## src/hw/rtl/dqap_pkg.sv

```systemverilog
// Package: character codes, limits and payload types of the dotted-quad parser.
package dqap_pkg;

  localparam logic [7:0] CH_ZERO = 8'h30;
  localparam logic [7:0] CH_NINE = 8'h39;
  localparam logic [7:0] CH_DOT  = 8'h2E;

  localparam logic [9:0] OCTET_MAX   = 10'd255;
  localparam logic [2:0] DOTS_NEEDED = 3'd3;
  localparam logic [2:0] DOTS_SAT    = 3'd4;
  localparam logic [1:0] DIGITS_MAX  = 2'd3;

  typedef struct packed {
    logic [7:0] char_code;
    logic       last;
  } chr_item_t;

  typedef struct packed {
    logic [31:0] address;
    logic        valid_res;
    logic        mask_ok;
  } res_item_t;

endpackage

```

## src/hw/rtl/dqap_if.sv

```systemverilog
// Interfaces: character input channel and result output channel.
interface dqap_chr_if;
  logic       valid;
  logic       ready;
  logic [7:0] char_code;
  logic       last;

  modport source (output valid, output char_code, output last, input ready);
  modport sink   (input valid, input char_code, input last, output ready);
endinterface

interface dqap_res_if;
  logic        valid;
  logic        ready;
  logic [31:0] address;
  logic        valid_res;
  logic        mask_ok;

  modport source (output valid, output address, output valid_res, output mask_ok,
                  input ready);
  modport sink   (input valid, input address, input valid_res, input mask_ok,
                  output ready);
endinterface

```

## src/hw/rtl/dqap_parse.sv

```systemverilog
// Parser state and per-character update, with the end-of-address result.
module dqap_parse
  import dqap_pkg::*;
(
  input  logic      clk_i,
  input  logic      rst_ni,
  input  logic      step_i,
  input  chr_item_t item_i,
  output res_item_t result_o
);

  logic [9:0]  octet_q, octet_d;
  logic [1:0]  digits_q, digits_d;
  logic [2:0]  dots_q, dots_d;
  logic [23:0] prefix_q, prefix_d;
  logic        err_q, err_d;

  logic        is_digit;
  logic        is_dot;
  logic        ok;
  logic [31:0] addr;
  logic [31:0] addr_ones;

  always_comb begin
    is_digit = item_i.char_code inside {[CH_ZERO:CH_NINE]};
    is_dot   = (item_i.char_code == CH_DOT);
    octet_d  = octet_q;
    digits_d = digits_q;
    dots_d   = dots_q;
    prefix_d = prefix_q;
    err_d    = err_q;
    if (!err_q) begin
      if (is_digit) begin
        if (digits_q == DIGITS_MAX) begin
          err_d = 1'b1;
        end else begin
          // x*10 + d; octet stays below 100 here, so 10 bits suffice
          octet_d  = {octet_q[6:0], 3'b000} + {octet_q[8:0], 1'b0}
                     + {6'd0, item_i.char_code[3:0]};
          digits_d = digits_q + 2'd1;
        end
      end else if (is_dot) begin
        if (digits_q == 2'd0 || octet_q > OCTET_MAX) begin
          err_d = 1'b1;
        end else begin
          if (dots_q < DOTS_NEEDED) begin
            prefix_d = {prefix_q[15:0], octet_q[7:0]};
          end
          if (dots_q < DOTS_SAT) begin
            dots_d = dots_q + 3'd1;
          end
          octet_d  = '0;
          digits_d = '0;
        end
      end else begin
        err_d = 1'b1;
      end
    end
  end

  // result from the state after this character
  always_comb begin
    ok        = !err_d && (dots_d == DOTS_NEEDED) && (digits_d != 2'd0)
                && (octet_d <= OCTET_MAX);
    addr      = ok ? {prefix_d, octet_d[7:0]} : 32'd0;
    // leading-ones test: every set bit has a set bit above it (or is the MSB)
    addr_ones = {1'b1, addr[31:1]} & addr;
    result_o.address   = addr;
    result_o.valid_res = ok;
    result_o.mask_ok   = ok && (addr != 32'd0) && (addr_ones == addr);
  end

  always_ff @(posedge clk_i or negedge rst_ni) begin
    if (!rst_ni) begin
      octet_q  <= '0;
      digits_q <= '0;
      dots_q   <= '0;
      prefix_q <= '0;
      err_q    <= 1'b0;
    end else if (step_i) begin
      if (item_i.last) begin
        octet_q  <= '0;
        digits_q <= '0;
        dots_q   <= '0;
        prefix_q <= '0;
        err_q    <= 1'b0;
      end else begin
        octet_q  <= octet_d;
        digits_q <= digits_d;
        dots_q   <= dots_d;
        prefix_q <= prefix_d;
        err_q    <= err_d;
      end
    end
  end

endmodule

```

## src/hw/rtl/dotted_quad_address_parser_core.sv

```systemverilog
// Top level: dotted-decimal IPv4 address parser, one character per transaction.
// The last character waits in the input register; its result is then captured in the output register.
// Throughput: one character per cycle, set by the single parse stage.
// While a result waits at the output only a held last character stalls the input.
// Reset (rst_ni low, asynchronous) clears parser state and both valid flags.
module dotted_quad_address_parser_core
  import dqap_pkg::*;
(
  input  logic       clk_i,
  input  logic       rst_ni,
  dqap_chr_if.sink   chr_i,
  dqap_res_if.source res_o
);

  // Input stage: registered character transaction
  logic      in_vld_q;
  chr_item_t in_item_q;

  // Output stage: registered result transaction
  logic      out_vld_q;
  res_item_t out_item_q;

  logic      in_adv;   // input stage hands its character to the parser
  logic      out_free; // output register can take a new result
  res_item_t parse_res;

  // A character without last never produces a result, so only last needs room
  assign out_free = !out_vld_q || res_o.ready;
  assign in_adv   = in_vld_q && (!in_item_q.last || out_free);
  assign chr_i.ready = !in_vld_q || in_adv;

  dqap_parse u_parse (
    .clk_i    (clk_i),
    .rst_ni   (rst_ni),
    .step_i   (in_adv),
    .item_i   (in_item_q),
    .result_o (parse_res)
  );

  always_ff @(posedge clk_i or negedge rst_ni) begin
    if (!rst_ni) begin
      in_vld_q <= 1'b0;
    end else if (chr_i.ready) begin
      in_vld_q <= chr_i.valid;
    end
  end

  always_ff @(posedge clk_i) begin
    if (chr_i.ready && chr_i.valid) begin
      in_item_q.char_code <= chr_i.char_code;
      in_item_q.last      <= chr_i.last;
    end
  end

  always_ff @(posedge clk_i or negedge rst_ni) begin
    if (!rst_ni) begin
      out_vld_q <= 1'b0;
    end else if (out_free) begin
      out_vld_q <= in_adv && in_item_q.last;
    end
  end

  always_ff @(posedge clk_i) begin
    if (in_adv && in_item_q.last) begin
      out_item_q <= parse_res;
    end
  end

  assign res_o.valid     = out_vld_q;
  assign res_o.address   = out_item_q.address;
  assign res_o.valid_res = out_item_q.valid_res;
  assign res_o.mask_ok   = out_item_q.mask_ok;

endmodule

```

## src/flat_wrapper.sv

```systemverilog
// flat-port wrapper written by rule: the top's interface ports become plain ports
module dotted_quad_address_parser_core_flat import dqap_pkg::*;
  (clk_i, rst_ni, chr_i_valid, chr_i_char_code, chr_i_last, chr_i_ready, res_o_valid, res_o_address, res_o_valid_res, res_o_mask_ok, res_o_ready);
  dqap_chr_if chr_i_i ();
  dqap_res_if res_o_i ();
  input  logic clk_i;
  input  logic rst_ni;
  input wire logic [$bits(chr_i_i.valid)-1:0] chr_i_valid;
  input wire logic [$bits(chr_i_i.char_code)-1:0] chr_i_char_code;
  input wire logic [$bits(chr_i_i.last)-1:0] chr_i_last;
  output wire logic [$bits(chr_i_i.ready)-1:0] chr_i_ready;
  output wire logic [$bits(res_o_i.valid)-1:0] res_o_valid;
  output wire logic [$bits(res_o_i.address)-1:0] res_o_address;
  output wire logic [$bits(res_o_i.valid_res)-1:0] res_o_valid_res;
  output wire logic [$bits(res_o_i.mask_ok)-1:0] res_o_mask_ok;
  input wire logic [$bits(res_o_i.ready)-1:0] res_o_ready;
  assign chr_i_i.valid = chr_i_valid;
  assign chr_i_i.char_code = chr_i_char_code;
  assign chr_i_i.last = chr_i_last;
  assign chr_i_ready = chr_i_i.ready;
  assign res_o_valid = res_o_i.valid;
  assign res_o_address = res_o_i.address;
  assign res_o_valid_res = res_o_i.valid_res;
  assign res_o_mask_ok = res_o_i.mask_ok;
  assign res_o_i.ready = res_o_ready;
  dotted_quad_address_parser_core u_core (.clk_i(clk_i), .rst_ni(rst_ni), .chr_i(chr_i_i), .res_o(res_o_i));
endmodule
```

## config.mk

```make
export PLATFORM = sky130hd
export DESIGN_NAME = dotted_quad_address_parser_core_flat
export DESIGN_NICKNAME = d
export VERILOG_FILES = /design/src/hw/rtl/dqap_pkg.sv /design/src/hw/rtl/dqap_if.sv /design/src/hw/rtl/dqap_parse.sv /design/src/hw/rtl/dotted_quad_address_parser_core.sv /design/src/flat_wrapper.sv
export SDC_FILE = /design/constraint.sdc
export NUM_CORES = 1
export LEC_CHECK = 0
export BUFFER_PORTS_ARGS = -buffer_cell sky130_fd_sc_hd__buf_2
export CORE_MARGIN = 5
export CORE_UTILIZATION = 53
export CTS_CLUSTER_DIAMETER = 120
export DETAILED_ROUTE_END_ITERATION = 16
export MAX_ROUTING_LAYER = met4
export PLACE_DENSITY = 0.78
export SLEW_MARGIN = 10
export SYNTH_ARGS = -nofsm -noshare
export SYNTH_HDL_FRONTEND = slang
export SYNTH_HIERARCHICAL = 1
export SYNTH_SLANG_ARGS = --single-unit
```

## constraint.sdc

```tcl
create_clock -name clk_i -period 3 [get_ports clk_i]
set_input_delay 0.3 -clock clk_i [delete_from_list [all_inputs] [get_ports clk_i]]
set_output_delay 0.3 -clock clk_i [all_outputs]
set_load 0.02 [all_outputs]
```

## After elaboration in Yosys (flattened, before gate mapping)

Cells that the tools add are included.

| word-level totals | value |
|---|---|
| register bits | 85 |
| latch bits | 0 |
| bits in writable memories | 0 |
| memory bits (read-only) | 0 |
| bits of input ports | 13 |
| output and inout port bits | 36 |
| logic and storage cells | 78 |
| memories | 0 |

| operators by class | value |
|---|---|
| $add $sub $neg | 4 |
| multipliers | 0 |
| div/mod/pow operators | 0 |
| magnitude comparators | 6 |
| equal/unequal tests | 4 |
| shift-type cells | 0 |
| mux-type cells | 31 |
| bitwise operators | 1 |
| reduce and logical (&&, ||, !) cells | 20 |

Operators with widths:

| kind | count |
|---|---|
| $mux W24 | 6 |
| $mux W10 | 6 |
| $and A32 B32 Y32 | 1 |
| $eq A32 B32 Y1 | 1 |
| $mux W32 | 1 |
| $reduce_bool A32 Y1 | 1 |
| $mux W3 | 6 |
| $mux W2 | 6 |
| $add A10 B10 Y10 | 1 |
| $add A10 B4 Y10 | 1 |
| $gt A10 B8 Y1 const B | 1 |
| $le A10 B8 Y1 const B | 1 |
| $logic_and A1 B1 Y1 | 9 |
| $eq A8 B6 Y1 const B | 1 |
| $ge A8 B6 Y1 const B | 1 |
| $le A8 B6 Y1 const B | 1 |
| $mux W1 | 6 |
| $logic_not A1 Y1 | 4 |
| $logic_or A1 B1 Y1 | 4 |
| $add A3 B1 Y3 const B | 1 |
| $eq A3 B2 Y1 const B | 1 |
| $lt A3 B2 Y1 const B | 1 |
| $lt A3 B3 Y1 const B | 1 |
| $add A2 B1 Y2 const B | 1 |
| other kinds (3) | 3 |

## Logic depth before layout (Yosys ltp)

| depth | value |
|---|---|
| depth in word-level cells | 14 |
| mapped depth | 13 |
| depth with buffers taken out | 11 |

## Modules after synthesis

The synthesis kept the hierarchy.

By module, submodules not included:

| module | times used | cells an instance | area an instance (µm²) | sequential area each (µm²) |
|---|---|---|---|---|
| dqap_parse | 1 | 368 | 3233.1 | 1001.0 |
| dotted_quad_address_parser_core | 1 | 53 | 1412.6 | 1341.3 |

## Worst setup path before layout

OpenSTA, ideal clock, no wires.

| path | value |
|---|---|
| path type | reg2reg |
| start | register u_core.u_parse.octet_q[0] |
| end | register u_core.out_item_q (netlist bit u_core/res_o.valid_res) (data pin) |
| setup time | 0.251 ns |
| arrival time | 2.995 ns |
| required time | 2.749 ns |
| setup slack | -0.246 ns |
| stages on the path, launching flop included | 14 |
| path buffers | 3 |
| period minus slack after synthesis | 3.246 ns |
| cell sequence | dfrtp_1 > inv_1 > fa_1 > inv_1 > fa_1 > a211oi_1 > o21ai_0 > a21oi_1 > xnor2_1 > a21o_1 > clkbuf_1 > clkbuf_1 > nor2_1 > buf_4 |

| on the way | value |
|---|---|
| cells in the longest elaborated chain, start to end | 10 |
| elaborated cells between the ends (all ways) | 28 |
| those cells by class | add/sub (2); order compare (2); eq/ne (1); mux (17); reduce/logical (6) |

Ends and longest elaborated chain:

| what | line | RTL |
|---|---|---|
| from (decl) | dqap_parse.sv:12 | `logic [9:0] octet_q, octet_d;` |
| from (signal assigned) | dqap_parse.sv:88 | `octet_q <= octet_d;` |
| branches (longest 9 deep; another with $add A10 B10 Y10) | n/a |  |
| $logic_and A1 B1 Y1 * | dqap_parse.sv:64 | `&& (octet_d <= OCTET_MAX);` |
| net u_core.u_parse.ok | dqap_parse.sv:20 | `logic ok;` |
| to (signal assigned) | dotted_quad_address_parser_core.sv:65 | `out_item_q <= parse_res;` |
| to (decl) | dotted_quad_address_parser_core.sv:21 | `res_item_t out_item_q;` |

Mark *: on every way through the listed nets, which the timed path passes.
A chain may end at the register's enable or synchronous reset.

==> impl_metrics.py <==
metrics = {
    "run_status": {
        "status": "complete, but fails checks",
        "violations": "setup timing",
    },
    "route": {
        "ant_nets": 0,
        "via_count": 3835,
        "wire_per_inst_um": 20.0,
        "vias_per_cell": 6.45,
        "drt-pass1-iter-count": 5,
        "drt-initial-drc-count": 307,
        "wl_mm": 11.9,
        "drc": 0,
    },
    "logic_synthesis": {
        "synth_area_leader_cell": "edfxtp_1",
        "avgSynthCellArea_sq_um": 11.0,
        "synthCells": 421,
        "synth_edf_count": 43,
        "ys_async_sr_fraction_pct": 49.4,
        "ys_seq_area_share_pct": 50.4,
        "synthDistinctLibCells": 62,
        "ys_ff_latch": 85,
        "ys_top_cells_by_area": "edfxtp_1, dfrtp_1, a22oi_1",
        "mappedNetlistNets": 451,
        "synth_warnings": 6,
        "netlist_area_sq_um": 4650,
        "ys.flop_type": "edfxtp_1",
        "yosys.area.top_type_share_pct": 27.8,
    },
    "clocking": {
        "tritoncts": "done",
        "numClockSinks": 85,
        "cts_buffers": 9,
        "htreeDepth": 3,
        "root_buffer": "clkbuf_8",
        "clk_path_buf_depth": 2,
        "clkLatencyLatePin_ns": 0.36,
        "cts_hold_buf": 0,
        "clk_pin_slew_ns": 0.10,
    },
    "global_route": {
        "grt_max_degree": 43,
        "track_usage_pct": 21.6,
        "grt_pass1_vias": 3605,
        "grt_pass1_wl_mm": 18.8,
        "antenna_found_initial": 0,
        "grt-ovfl-total": 0,
    },
    "floorplanning": {
        "io_pins": 49,
        "start_util_pct": 53.8,
        "fp.dieH_um": 104,
        "die_x_um": 104,
        "core_area_sq_um": 8640,
        "dieArea_sq_um": 10700,
        "num_rows": 34,
    },
    "placed_design": {
        "gp_congestion": 0.966,
        "dp_hpwl_mm": 7.83,
        "port_buffers": 48,
        "dp.cells": 571,
        "pre_cts_slack_ns": -0.0873,
    },
    "power_and_ir_drop": {
        "switching_share_pct": 26.0,
        "intPower_mw": 1.87,
        "p_seq_share_pct": 52.1,
        "p_total_mw": 2.52,
        "netSwitchingPower_uw": 655,
        "power.share.clock_pct": 36.5,
        "vdd_drop_max_uv": 232,
        "p_leak_nw": 2.19,
        "power_density_nw_per_um2": 452,
        "comb_power_share_pct": 11.4,
    },
    "final_layout": {
        "final_cell_mix": "buf_2, edfxtp_1, dfrtp_1",
        "final_cells": 595,
        "multi_input_area_sq_um": 2270,
        "diodes": 0,
        "nNetsFinal": 512,
        "final_common_cell": "buf_2",
        "regArea_sq_um": 2340,
        "fillers": 666,
        "drive_above_1_share_pct": 28.7,
        "area_growth_pct": 20.0,
    },
    "timing": {
        "tightest_slew_ns": 0.975,
        "max_slew_margin_pct": 35.0,
        "period_share_pct": 100,
        "setup_viol": 1,
        "finalClockSkew_ns": 0.0190,
        "fmax_ghz": 0.333,
        "finalSetupTns_ns": -0.00280,
        "min_period_ns": 3.00,
        "slew_viol_final": 0,
        "final.setup.worst_slack_ns": -0.00280,
        "hold_violations": 0,
        "rsz0062_at_grt": "yes",
    },
    "setup_path": {
        "cp.arrival_ns": 3.17,
        "worst-setup-path-type": "register to register",
        "critPathRequiredTime_ns": 3.17,
        "start_kind": "register",
        "cp_cell_sequence": "inv_2 -> fa_1 -> inv_1 -> fa_2 -> a211oi_1 -> a2111o_1 -> a211o_1 -> a311o_1 -> nor4_2",
        "end_kind": "register",
        "cp_slowest_cell": "fa_1",
        "cp_max_fo": 3,
        "cp_top_family": "adder cells",
        "crit_buf_inv": 2,
        "slowest_delay_ns": 0.53,
    },
    "worst_hold_path": {
        "hp-class": "input pin to async pin",
    },
    "run": {
        "drv_cap": 0,
    },
}
## sequential cells by signal, summed over array words and instances, names as in the netlist
register / cells
u_core/res_o.address: 32
u_core/u_parse/prefix_q: 24
u_core/u_parse/octet_q: 10
u_core/in_item_q: 9
u_core/u_parse/dots_q: 3
u_core/u_parse/digits_q: 2
u_core/in_vld_q: 1
u_core/res_o.mask_ok: 1
u_core/res_o.valid: 1
u_core/res_o.valid_res: 1
u_core/u_parse/err_q: 1
## cells in the mapped netlist (all sizes together), types with 4 or more instances
library cell,n
nand3,5
o2bb2ai,23
nand2b,4
nor4,6
nor2b,8
ha,15
buf,4
a22o,6
edfxtp,43
nor3,37
a22oi,30
a21oi,21
nand2,15
dfrtp,42
mux2i,22
inv,15
o22ai,7
a31oi,4
o21ai,14
nor2,17
xor2,5
clkbuf,28
## repair_timing
| item | in CTS | in global routing |
|---|---|---|
| buffers inserted | 2 | 4 |
| gates resized for setup | 3 | 27 |
| cloned | 0 | 2 |
| pin swaps | 10 | 9 |
| endpoints found under the setup margin | 1 | 33 |
## final cells by class
class | count | area share, %
Clock buffer | 9 | 2.22
Clock inverter | 7 | 1.86
Inverter | 16 | 1.08
Multi-Input combinational cell | 288 | 40.7
Sequential cell | 85 | 42.0
Tap cell | 108 | 2.42
Timing Repair Buffer | 82 | 9.72
## cell families (layout without fill, tap and decap cells)
| kind of cell | count (synthesis) | after routing | synth area share (%) |
|---|---|---|---|
| simple gates | 111 | 111 | 13.6 |
| buf+inv | 48 | 114 | 4.23 |
| mux | 22 | 22 | 4.74 |
| flops | 85 | 85 | 50.4 |
| compound gates | 130 | 130 | 20.6 |
| fa+ha+maj | 17 | 17 | 4.90 |
| xor+xnor | 8 | 8 | 1.51 |
## metrics by stage
stage / util [%] / hold WS (ns) / cell area (sq um)
detailed placement: 59.3 / 0.479 / 5120
CTS: 62.2 / 0.117 / 5370
global route: 64.5 / 0.114 / 5570
finish: 64.5 / 0.0890 / 5570
global placement: 59.3 / 0.477 / 5120
floorplan: - / 0.00441 / 4660
## worst paths after layout
check,start,to,slack [ns],cells past startpoint
worst max-delay path,u_core/in_item_q[4],u_core/res_o.mask_ok,-0.003,9
worst min-delay path,rst_ni,u_core/u_parse/prefix_q[19],0.09,1
worst max register to register,u_core/in_item_q[4],u_core/res_o.mask_ok,-0.003,9
worst min register to register,u_core/u_parse/octet_q[9],u_core/u_parse/octet_q[9],0.51,1
max in group asynchronous,rst_ni,u_core/u_parse/digits_q[1],2.29,1
min in group clk_i,chr_i_char_code[6],u_core/in_item_q[7],0.12,1
## per-layer routing
layer | global-route usage (%) | vias to the layer above | part of all wire, %
met3 | 3.30 | 27 | 7.4
li1 | - | 1757 | -
met2 | 32.3 | 174 | 48
met5 | - | - | 0
met4 | 6.94 | 0 | 1.9
met1 | 30.5 | 1877 | 43
## power groups by stage
stage	Clock (mW)	Sequential, mW	Combinational [mW]
final	0.921	1.31	0.287
after global routing	0.974	1.32	0.316
after CTS	0.927	1.31	0.284
after detailed placement	0	1.34	0.284
after global placement	0	1.33	0.281
after floorplan	0	1.36	0.158
Note: power is estimated with default switching activity, not from simulation.
